==> config.mk <==
export PLATFORM = sky130hd
export DESIGN_NAME = keyed_entry_cache_with_lru_evict
export DESIGN_NICKNAME = d
export VERILOG_FILES = /design/src/sv/kec_pkg.sv /design/src/sv/keyed_entry_cache_with_lru_evict.sv /design/src/sv/kec_front.sv /design/src/sv/kec_back.sv
export SDC_FILE = /design/constraint.sdc
export NUM_CORES = 2
export LEC_CHECK = 0
export BUFFER_PORTS_ARGS = -buffer_cell sky130_fd_sc_hd__clkbuf_2
export CORE_ASPECT_RATIO = 0.6
export CORE_MARGIN = 2
export CORE_UTILIZATION = 45
export CTS_BUF_LIST = sky130_fd_sc_hd__clkbuf_4 sky130_fd_sc_hd__clkbuf_8 sky130_fd_sc_hd__clkbuf_16
export DETAILED_ROUTE_END_ITERATION = 8
export GPL_TIMING_DRIVEN = 0
export PLACE_DENSITY = 0.7
export SYNTH_ARGS = -nofsm -noshare
export SYNTH_HDL_FRONTEND = slang
export SYNTH_SLANG_ARGS = --single-unit
==> constraint.sdc <==
create_clock -name aclk -period 13.8 [get_ports aclk]
set_clock_uncertainty 0.1 [all_clocks]
set_input_delay 1.38 -clock aclk [delete_from_list [all_inputs] [get_ports aclk]]
set_output_delay 1.38 -clock aclk [all_outputs]
set_load 0.05 [all_outputs]
==> src/sv/kec_pkg.sv <==
// ----------------------------------------------------------------------------
// kec_pkg
// Types and codes shared by the keyed entry cache modules.
// ----------------------------------------------------------------------------
`default_nettype none
package kec_pkg;

    localparam logic [2:0] CMD_TICK     = 3'd0;
    localparam logic [2:0] CMD_ADD      = 3'd1;
    localparam logic [2:0] CMD_REMOVE   = 3'd2;
    localparam logic [2:0] CMD_LOOKUP   = 3'd3;
    localparam logic [2:0] CMD_PROBE    = 3'd4;
    localparam logic [2:0] CMD_REM_SLOT = 3'd5;
    localparam logic [2:0] CMD_EVICT    = 3'd6;

    localparam logic [1:0] ST_OK    = 2'd0;
    localparam logic [1:0] ST_FULL  = 2'd1;
    localparam logic [1:0] ST_RANGE = 2'd2;

    localparam logic [1:0] REG_ENTRIES_IN_USE = 2'd0;

    typedef struct packed {
        logic [2:0]  command;
        logic [7:0]  entry_id;
        logic [63:0] key_lo;
        logic [63:0] key_hi;
        logic [7:0]  slot_index;
    } req_t;

    typedef struct packed {
        logic [1:0]  status;
        logic        hit;
        logic [63:0] found_key_lo;
        logic [63:0] found_key_hi;
    } rsp_t;

    typedef enum logic [2:0] {
        BK_IDLE,
        BK_SCAN,
        BK_READ,
        BK_ACT,
        BK_OUT
    } bk_state_t;

endpackage
`default_nettype wire

==> src/sv/keyed_entry_cache_with_lru_evict.sv <==
// ----------------------------------------------------------------------------
// keyed_entry_cache_with_lru_evict
// Fully associative 16-slot key cache with least-recently-used eviction.
// Each request passes through the states SCAN, READ, ACT and OUT in turn. The slot
// scan visits one slot per cycle over entries_in_use slots, capped at 16; lookups and
// probes that hit the last-hit register skip the scan. One request at a time: the
// back end takes the next request only after the response has been taken.
// Reset clears every slot id and stamp, the time counter and the last-hit register.
// ----------------------------------------------------------------------------
`default_nettype none
module keyed_entry_cache_with_lru_evict #(
    parameter int ENTRIES = 16
) (
    input  wire logic          aclk,
    input  wire logic          aresetn,
    input  wire logic          psel,
    input  wire logic          penable,
    input  wire logic          pwrite,
    input  wire logic [1:0]    paddr,
    input  wire logic [31:0]   pwdata,
    output logic [31:0]        prdata,
    output logic               pready,
    input  wire logic          s_valid,
    output logic               s_ready,
    input  wire kec_pkg::req_t s_data,
    output logic               m_valid,
    input  wire logic          m_ready,
    output kec_pkg::rsp_t      m_data
);

    logic [4:0]    eiu_reg;
    logic          q_valid, q_ready;
    kec_pkg::req_t q_req;

    assign pready = 1'b1;
    assign prdata = (paddr == kec_pkg::REG_ENTRIES_IN_USE) ? {27'd0, eiu_reg} : 32'd0;

    always_ff @(posedge aclk) begin
        if (!aresetn) eiu_reg <= 5'd16;
        else if (psel && penable && pwrite && paddr == kec_pkg::REG_ENTRIES_IN_USE)
            eiu_reg <= pwdata[4:0];
    end

    kec_front u_front (
        .aclk, .aresetn,
        .in_valid(s_valid), .in_ready(s_ready), .in_req(s_data),
        .q_valid, .q_ready, .q_req
    );

    kec_back #(.ENTRIES(ENTRIES)) u_back (
        .aclk, .aresetn, .entries_in_use(eiu_reg),
        .q_valid, .q_ready, .q_req,
        .out_valid(m_valid), .out_ready(m_ready), .out_rsp(m_data)
    );

    a_hit_key: assert property (@(posedge aclk) disable iff (!aresetn)
        m_valid && !m_data.hit |-> m_data.found_key_lo == 64'd0)
        else $error("key returned without hit");
    a_status: assert property (@(posedge aclk) disable iff (!aresetn)
        m_valid |-> m_data.status != 2'd3)
        else $error("bad status");
    a_hold: assert property (@(posedge aclk) disable iff (!aresetn)
        m_valid && !m_ready |=> m_valid && $stable(m_data))
        else $error("result changed while stalled");

endmodule
`default_nettype wire

==> src/sv/kec_front.sv <==
// ----------------------------------------------------------------------------
// kec_front
// Accepts requests into a two-entry queue that feeds the back end.
// ----------------------------------------------------------------------------
`default_nettype none
module kec_front (
    input  wire logic          aclk,
    input  wire logic          aresetn,
    input  wire logic          in_valid,
    output logic               in_ready,
    input  wire kec_pkg::req_t in_req,
    output logic               q_valid,
    input  wire logic          q_ready,
    output kec_pkg::req_t      q_req
);

    kec_pkg::req_t buf_reg [2];
    logic          wp_reg, wp_next, rp_reg, rp_next;
    logic [1:0]    cnt_reg, cnt_next;
    logic          push, pop;

    assign in_ready = (cnt_reg != 2'd2);
    assign q_valid  = (cnt_reg != 2'd0);
    assign q_req    = buf_reg[rp_reg];
    assign push     = in_valid && in_ready;
    assign pop      = q_valid && q_ready;

    always_comb begin
        wp_next  = push ? ~wp_reg : wp_reg;
        rp_next  = pop ? ~rp_reg : rp_reg;
        cnt_next = cnt_reg + {1'b0, push} - {1'b0, pop};
    end

    always_ff @(posedge aclk) begin
        if (!aresetn) begin
            wp_reg  <= 1'b0;
            rp_reg  <= 1'b0;
            cnt_reg <= 2'd0;
        end else begin
            wp_reg  <= wp_next;
            rp_reg  <= rp_next;
            cnt_reg <= cnt_next;
        end
        if (push) buf_reg[wp_reg] <= in_req;
    end

endmodule
`default_nettype wire

==> src/sv/kec_back.sv <==
// ----------------------------------------------------------------------------
// kec_back
// Scans the slot table one slot per cycle and carries out each request.
// ----------------------------------------------------------------------------
`default_nettype none
module kec_back #(
    parameter int ENTRIES = 16
) (
    input  wire logic          aclk,
    input  wire logic          aresetn,
    input  wire logic [4:0]    entries_in_use,
    input  wire logic          q_valid,
    output logic               q_ready,
    input  wire kec_pkg::req_t q_req,
    output logic               out_valid,
    input  wire logic          out_ready,
    output kec_pkg::rsp_t      out_rsp
);

    localparam int SW = (ENTRIES > 1) ? $clog2(ENTRIES) : 1;
    localparam int CW = $clog2(ENTRIES + 1);
    localparam int NW = (CW > 5) ? CW : 5;

    logic [7:0]   ids_reg [ENTRIES];
    logic [31:0]  stamps_reg [ENTRIES];
    logic [127:0] keys_mem [ENTRIES];
    logic [127:0] key_rd_reg;

    kec_pkg::bk_state_t state_reg, state_next;
    kec_pkg::req_t req_reg;
    kec_pkg::rsp_t rsp_reg, rsp_next;
    logic [31:0]   time_reg;
    logic          lh_valid_reg;
    logic [7:0]    lh_id_reg;
    logic [SW-1:0] lh_slot_reg;
    logic [CW-1:0] idx_reg;
    logic [CW-1:0] n_reg;
    logic          free_f_reg, match_f_reg, pres_reg;
    logic [SW-1:0] free_s_reg, match_s_reg, best_s_reg;
    logic [31:0]   best_t_reg;
    logic [SW-1:0] tgt_reg;
    logic          sc_reg;

    logic [NW-1:0] n_cap;
    logic          need_scan, at_end, shortcut;
    logic [SW-1:0] cur;
    logic          idz;

    always_comb begin
        n_cap = (NW'(entries_in_use) > NW'(ENTRIES)) ? NW'(ENTRIES) : NW'(entries_in_use);
        idz   = (q_req.entry_id == 8'd0);
        shortcut = lh_valid_reg && (lh_id_reg == q_req.entry_id) && !idz;
        cur   = idx_reg[SW-1:0];
        at_end = (idx_reg + CW'(1) >= n_reg);
    end

    always_comb begin
        rsp_next = '0;
        case (req_reg.command)
            kec_pkg::CMD_ADD:
                if (req_reg.entry_id != 8'd0 && !free_f_reg) rsp_next.status = kec_pkg::ST_FULL;
            kec_pkg::CMD_REM_SLOT:
                if ({1'b0, req_reg.slot_index} >= 9'(n_reg)) rsp_next.status = kec_pkg::ST_RANGE;
            kec_pkg::CMD_EVICT:
                if (n_reg == '0) rsp_next.status = kec_pkg::ST_RANGE;
            kec_pkg::CMD_LOOKUP: if (match_f_reg) begin
                rsp_next.hit          = 1'b1;
                rsp_next.found_key_lo = key_rd_reg[63:0];
                rsp_next.found_key_hi = key_rd_reg[127:64];
            end
            kec_pkg::CMD_PROBE: rsp_next.hit = match_f_reg;
            default: ;
        endcase
    end

    assign q_ready   = (state_reg == kec_pkg::BK_IDLE);
    assign out_valid = (state_reg == kec_pkg::BK_OUT);
    assign out_rsp   = rsp_reg;

    always_comb begin
        state_next = state_reg;
        unique case (state_reg)
            kec_pkg::BK_IDLE: if (q_valid) state_next = kec_pkg::BK_SCAN;
            kec_pkg::BK_SCAN: if (n_reg == '0 || at_end || sc_reg)
                state_next = kec_pkg::BK_READ;
            kec_pkg::BK_READ: state_next = kec_pkg::BK_ACT;
            kec_pkg::BK_ACT:  state_next = kec_pkg::BK_OUT;
            kec_pkg::BK_OUT:  if (out_ready) state_next = kec_pkg::BK_IDLE;
            default:          state_next = kec_pkg::BK_IDLE;
        endcase
    end

    always_ff @(posedge aclk) begin
        if (!aresetn) begin
            state_reg    <= kec_pkg::BK_IDLE;
            time_reg     <= '0;
            lh_valid_reg <= 1'b0;
            lh_id_reg    <= '0;
            lh_slot_reg  <= '0;
            for (int i = 0; i < ENTRIES; i++) begin
                ids_reg[i]    <= '0;
                stamps_reg[i] <= '0;
            end
        end else begin
            state_reg <= state_next;
            unique case (state_reg)
                kec_pkg::BK_IDLE: if (q_valid) begin
                    req_reg     <= q_req;
                    n_reg       <= n_cap[CW-1:0];
                    idx_reg     <= '0;
                    free_f_reg  <= 1'b0;
                    match_f_reg <= 1'b0;
                    pres_reg    <= 1'b0;
                    best_s_reg  <= '0;
                    best_t_reg  <= stamps_reg[0];
                    sc_reg      <= shortcut && (q_req.command == kec_pkg::CMD_LOOKUP ||
                                   q_req.command == kec_pkg::CMD_PROBE);
                    match_s_reg <= lh_slot_reg;
                end
                kec_pkg::BK_SCAN: if (n_reg != '0 && !sc_reg) begin
                    idx_reg <= idx_reg + CW'(1);
                    if (ids_reg[cur] == 8'd0 && !free_f_reg) begin
                        free_f_reg <= 1'b1;
                        free_s_reg <= cur;
                    end
                    if (ids_reg[cur] == req_reg.entry_id && req_reg.entry_id != 8'd0) begin
                        pres_reg <= 1'b1;
                        if (!match_f_reg) begin
                            match_f_reg <= 1'b1;
                            match_s_reg <= cur;
                        end
                    end
                    if (stamps_reg[cur] < best_t_reg) begin
                        best_t_reg <= stamps_reg[cur];
                        best_s_reg <= cur;
                    end
                end
                kec_pkg::BK_READ: begin
                    if (sc_reg) match_f_reg <= 1'b1;
                    case (req_reg.command)
                        kec_pkg::CMD_REM_SLOT: tgt_reg <= req_reg.slot_index[SW-1:0];
                        kec_pkg::CMD_EVICT:    tgt_reg <= best_s_reg;
                        default:               tgt_reg <= match_s_reg;
                    endcase
                    key_rd_reg <= keys_mem[match_s_reg];
                end
                kec_pkg::BK_ACT: begin
                    rsp_reg <= rsp_next;
                    case (req_reg.command)
                        kec_pkg::CMD_TICK: time_reg <= time_reg + 32'd1;
                        kec_pkg::CMD_ADD:
                            if (req_reg.entry_id != 8'd0 && free_f_reg && !pres_reg) begin
                                ids_reg[free_s_reg]    <= req_reg.entry_id;
                                stamps_reg[free_s_reg] <= time_reg;
                                keys_mem[free_s_reg]   <= {req_reg.key_hi, req_reg.key_lo};
                                if (!lh_valid_reg) begin
                                    lh_valid_reg <= 1'b1;
                                    lh_id_reg    <= req_reg.entry_id;
                                    lh_slot_reg  <= free_s_reg;
                                end
                            end
                        kec_pkg::CMD_REMOVE, kec_pkg::CMD_REM_SLOT, kec_pkg::CMD_EVICT: begin
                            if (rsp_next.status != kec_pkg::ST_RANGE &&
                                (req_reg.command != kec_pkg::CMD_REMOVE || match_f_reg)) begin
                                ids_reg[tgt_reg]    <= '0;
                                stamps_reg[tgt_reg] <= '0;
                                keys_mem[tgt_reg]   <= '0;
                                if (lh_valid_reg && ids_reg[tgt_reg] == lh_id_reg)
                                    lh_valid_reg <= 1'b0;
                            end
                        end
                        kec_pkg::CMD_LOOKUP: if (match_f_reg) begin
                            stamps_reg[tgt_reg]  <= time_reg;
                            if (!sc_reg) begin
                                lh_valid_reg <= 1'b1;
                                lh_id_reg    <= req_reg.entry_id;
                                lh_slot_reg  <= tgt_reg;
                            end
                        end
                        default: ;
                    endcase
                end
                kec_pkg::BK_OUT: ;
                default: ;
            endcase
        end
    end

endmodule
`default_nettype wire
==> impl_results.md <==
- Status: complete, but fails checks
- Failing checks: capacitance limit, slew limit
- Fraction of layout instances using a drive strength above 1: 0.275
- GRT Total Usage: 0.230
- Worst Path Required: approximately 14,000 ps
- # setup viols final: 0
- Slew Limit Headroom: -0.0503
- Port buffer count: slightly below 300
- Cell Area, Synth: 138,000 um2
- Post-CTS sizing: 0
- Critical Path AT: 7630 ps
- DP Worst Slack: 6150 ps
- Final Cell Area: 158,000 um2
- Sw Pwr: 7.32 mW
- Gate Count Post-Synth: roughly 6,700
- Final Cycle Share: 0.519
- Clk pwr share: 0.331
- CTS clk-pin slew, worst paths: 60 ps
- Post-synth top flop: edfxtp_1
- MaxCap Viol Count: 2
- Post-Route Setup TNS: 0 ps
- Final hold violation count: 0
- Final GP Congestion: around 0.94
- HP Class: reg -> reg
- Power Internal: 19.9 mW
- Leakage power: 51.0 nW
- Core area: 305,000 um2
- GR Util met2: 0.346
- Floorplan row count: 157
- Clock sinks: 3,516
- Dpl cells: 11,200
- Mean Syn Cell Area: between 20 and 25 um2
- Post-CTS Setup Inserts: 0
- Routed vias: 71,400
- Synth top area share: 0.753
- Iter 0 DRT Violations: 11,000
- Register area share after synthesis: 0.763
- Busiest grt layer: met2
- Crit path capture type: flop
- Placed cell area: 148,000 um2
- Die height: 432 um
- Power Total: 27.2 mW
- Clock Root Buffer: clkbuf_16
- Multi-input gate area: about 31,000 um2
- Startpoint types: flop
- Max FFs per register: about 2,000
- Fillers: 23,300
- Deepest clock path buffer count: 4
- Fin. max-slew vios: 11
- Ys async rst share: 0
- Routed WL: roughly 360 mm
- Peak supply drop: 0.124 mV
- Finished Layout Cells: between 10,000 and 15,000
- Synthesized flop and latch total: 3,516
- Pwr Density: roughly 170 nW/um2
- YS warnings: 0
- Most common library cells after synthesis: 3,450 x edfxtp_1, 866 x mux4_2, 596 x nor2_1, 288 x clkbuf_1, 187 x nand2_1
- Die Footprint: 310,000 um2
- Hold buffers post-CTS: 0
- Seq pwr share: 0.477
- H-tree levels: 5
- Vias in the first global route: 71,100
- First-pass GRT wire length: between 500 and 600 mm
- IO Pins: ~350
- Num CTS Buffers: 325
- Period minus WS final: 7160 ps
- Met3 Track Usage GR: 0.0615
- GR Overflow Total: 0
- Die width: 718 um
- DR pass1 iterations: 5
- Syn-to-layout area delta: 15.0%
- Fmax: ~140 MHz
- Net Sw Frac: 0.269
- Post-detail-place hpwl: 234 mm
- Seq. cell area: approximately 100,000 um2
- Final worst slack: approximately 6600 ps
- Clock Latency Late Sink: 930 ps
- Unique masters post-synth: 67
- Final ANT Viol Nets: 0
- Layout Nets: 7,750
- Synth area leaders: edfxtp_1 75%, mux4_2 14%, nor2_1 1.6%, mux2_2 1.3%, dfxtp_1 0.96%
- Antenna violations before repair: 25
- Via/cell ratio: 6.04
- Initial Util: 0.452
- Crit-path max FO: 15
- Drt wl/cell: ~30 um
- Number of synthesized flops with an enable pin: 3,450
- Gate power share: 0.193
- # DRC: 0
- Count leader, synth: edfxtp_1
- CTS tree: done
- WS Path Type: reg -> reg
- Tightest Pin Transition: approximately 1600 ps
- Largest net degree at the start of global routing: 84
- Met1 GRT Util: 0.329
- Post-synth top area cell: edfxtp_1
- RSZ-0062 raised after global routing: false
-- kinds of logic after synthesis --
family,after synthesis,synth area share
multiplexers,1066,0.158
buffers and inverters,493,0.0154
XOR/XNOR,59,0.00376
flip-flops,3516,0.763
adder cells (fa/ha/maj),45,0.00409
other,2,0.0000546
AO/OA/AOI/OAI,181,0.00849
AND/OR/NAND/NOR,1365,0.0478
-- final timing paths --
kind / startpoint / endpoint / slack [ps] / cells after the start
setup / recovery: flop / u_back.best_t_reg[4]$_DFFE_PP_ / 6640 / 16
hold reg to reg: u_front.buf_reg[1][29]$_DFFE_PP_ / u_back.req_reg[29]$_DFFE_PP_ / 410 / 1
hold / removal: u_front.buf_reg[1][29]$_DFFE_PP_ / u_back.req_reg[29]$_DFFE_PP_ / 410 / 1
setup reg to reg: flop / u_back.best_t_reg[4]$_DFFE_PP_ / 6640 / 16
-- cell usage in the layout (no fill, tap or decap), types with 63 or more instances in the layout --
master,instances
clkbuf_2,309
clkinv_1,68
buf_2,63
mux2_2,156
nand2_1,165
clkbuf_1,276
and2_1,178
edfxtp_1,3450
clkbuf_16,334
nor2b_1,167
and3_1,87
clkbuf_4,65
mux4_2,866
buf_12,66
buf_16,67
nor2_1,595
dfxtp_1,66
-- layer usage --
metal,up-vias,share of wire
met5,-,0
met4,0,0.039
met3,624,0.12
met2,4818,0.45
met1,37400,0.39
li1,28600,-
-- through the flow --
stage,utilization,hold WS [ps]
floorplan,-,372
global placement,0.473,382
detailed placement,0.485,395
CTS,0.519,401
global route,0.519,429
finish,0.519,407
-- power by group through the flow --
| stage | combinational, mW | sequential, mW | clock (mW) |
|---|---|---|---|
| 3_5_place_dp | 5.18 | 13.2 | 0 |
| 6_report | 5.24 | 13.0 | 9.00 |
| 2_1_floorplan | 3.34 | 13.2 | 0 |
| 3_3_place_gp | 4.96 | 13.3 | 0 |
| 4_1_cts | 5.22 | 13.0 | 9.10 |
| 5_1_grt | 5.56 | 13.0 | 9.50 |
-- critical path, cell delays in order, from the launching register on --
cell       delay [ps]
dfxtp_1           420
buf_4             430
buf_1             850
buf_2             580
mux4_2            550
mux4_2            480
ha_1              300
a21o_1            180
a21o_1            170
a21oi_1           530
o21bai_1          190
o31ai_1           730
a2111oi_1         180
clkbuf_2          210
o21ai_4           500
buf_16            240
buf_16            180
-- cell type report --
class / instances / share of cell area
diodes: 3 / 0.0000475
plain buffers: 435 / 0.0121
clock buffers: 401 / 0.0561
clock inverters: 180 / 0.0102
inverters: 58 / 0.00147
multi-input cells: 2744 / 0.195
flip-flops and latches: 3516 / 0.663
well taps: 4054 / 0.0321
repair buffers: 437 / 0.0298
No activity file was read; power rests on OpenSTA's default activity.
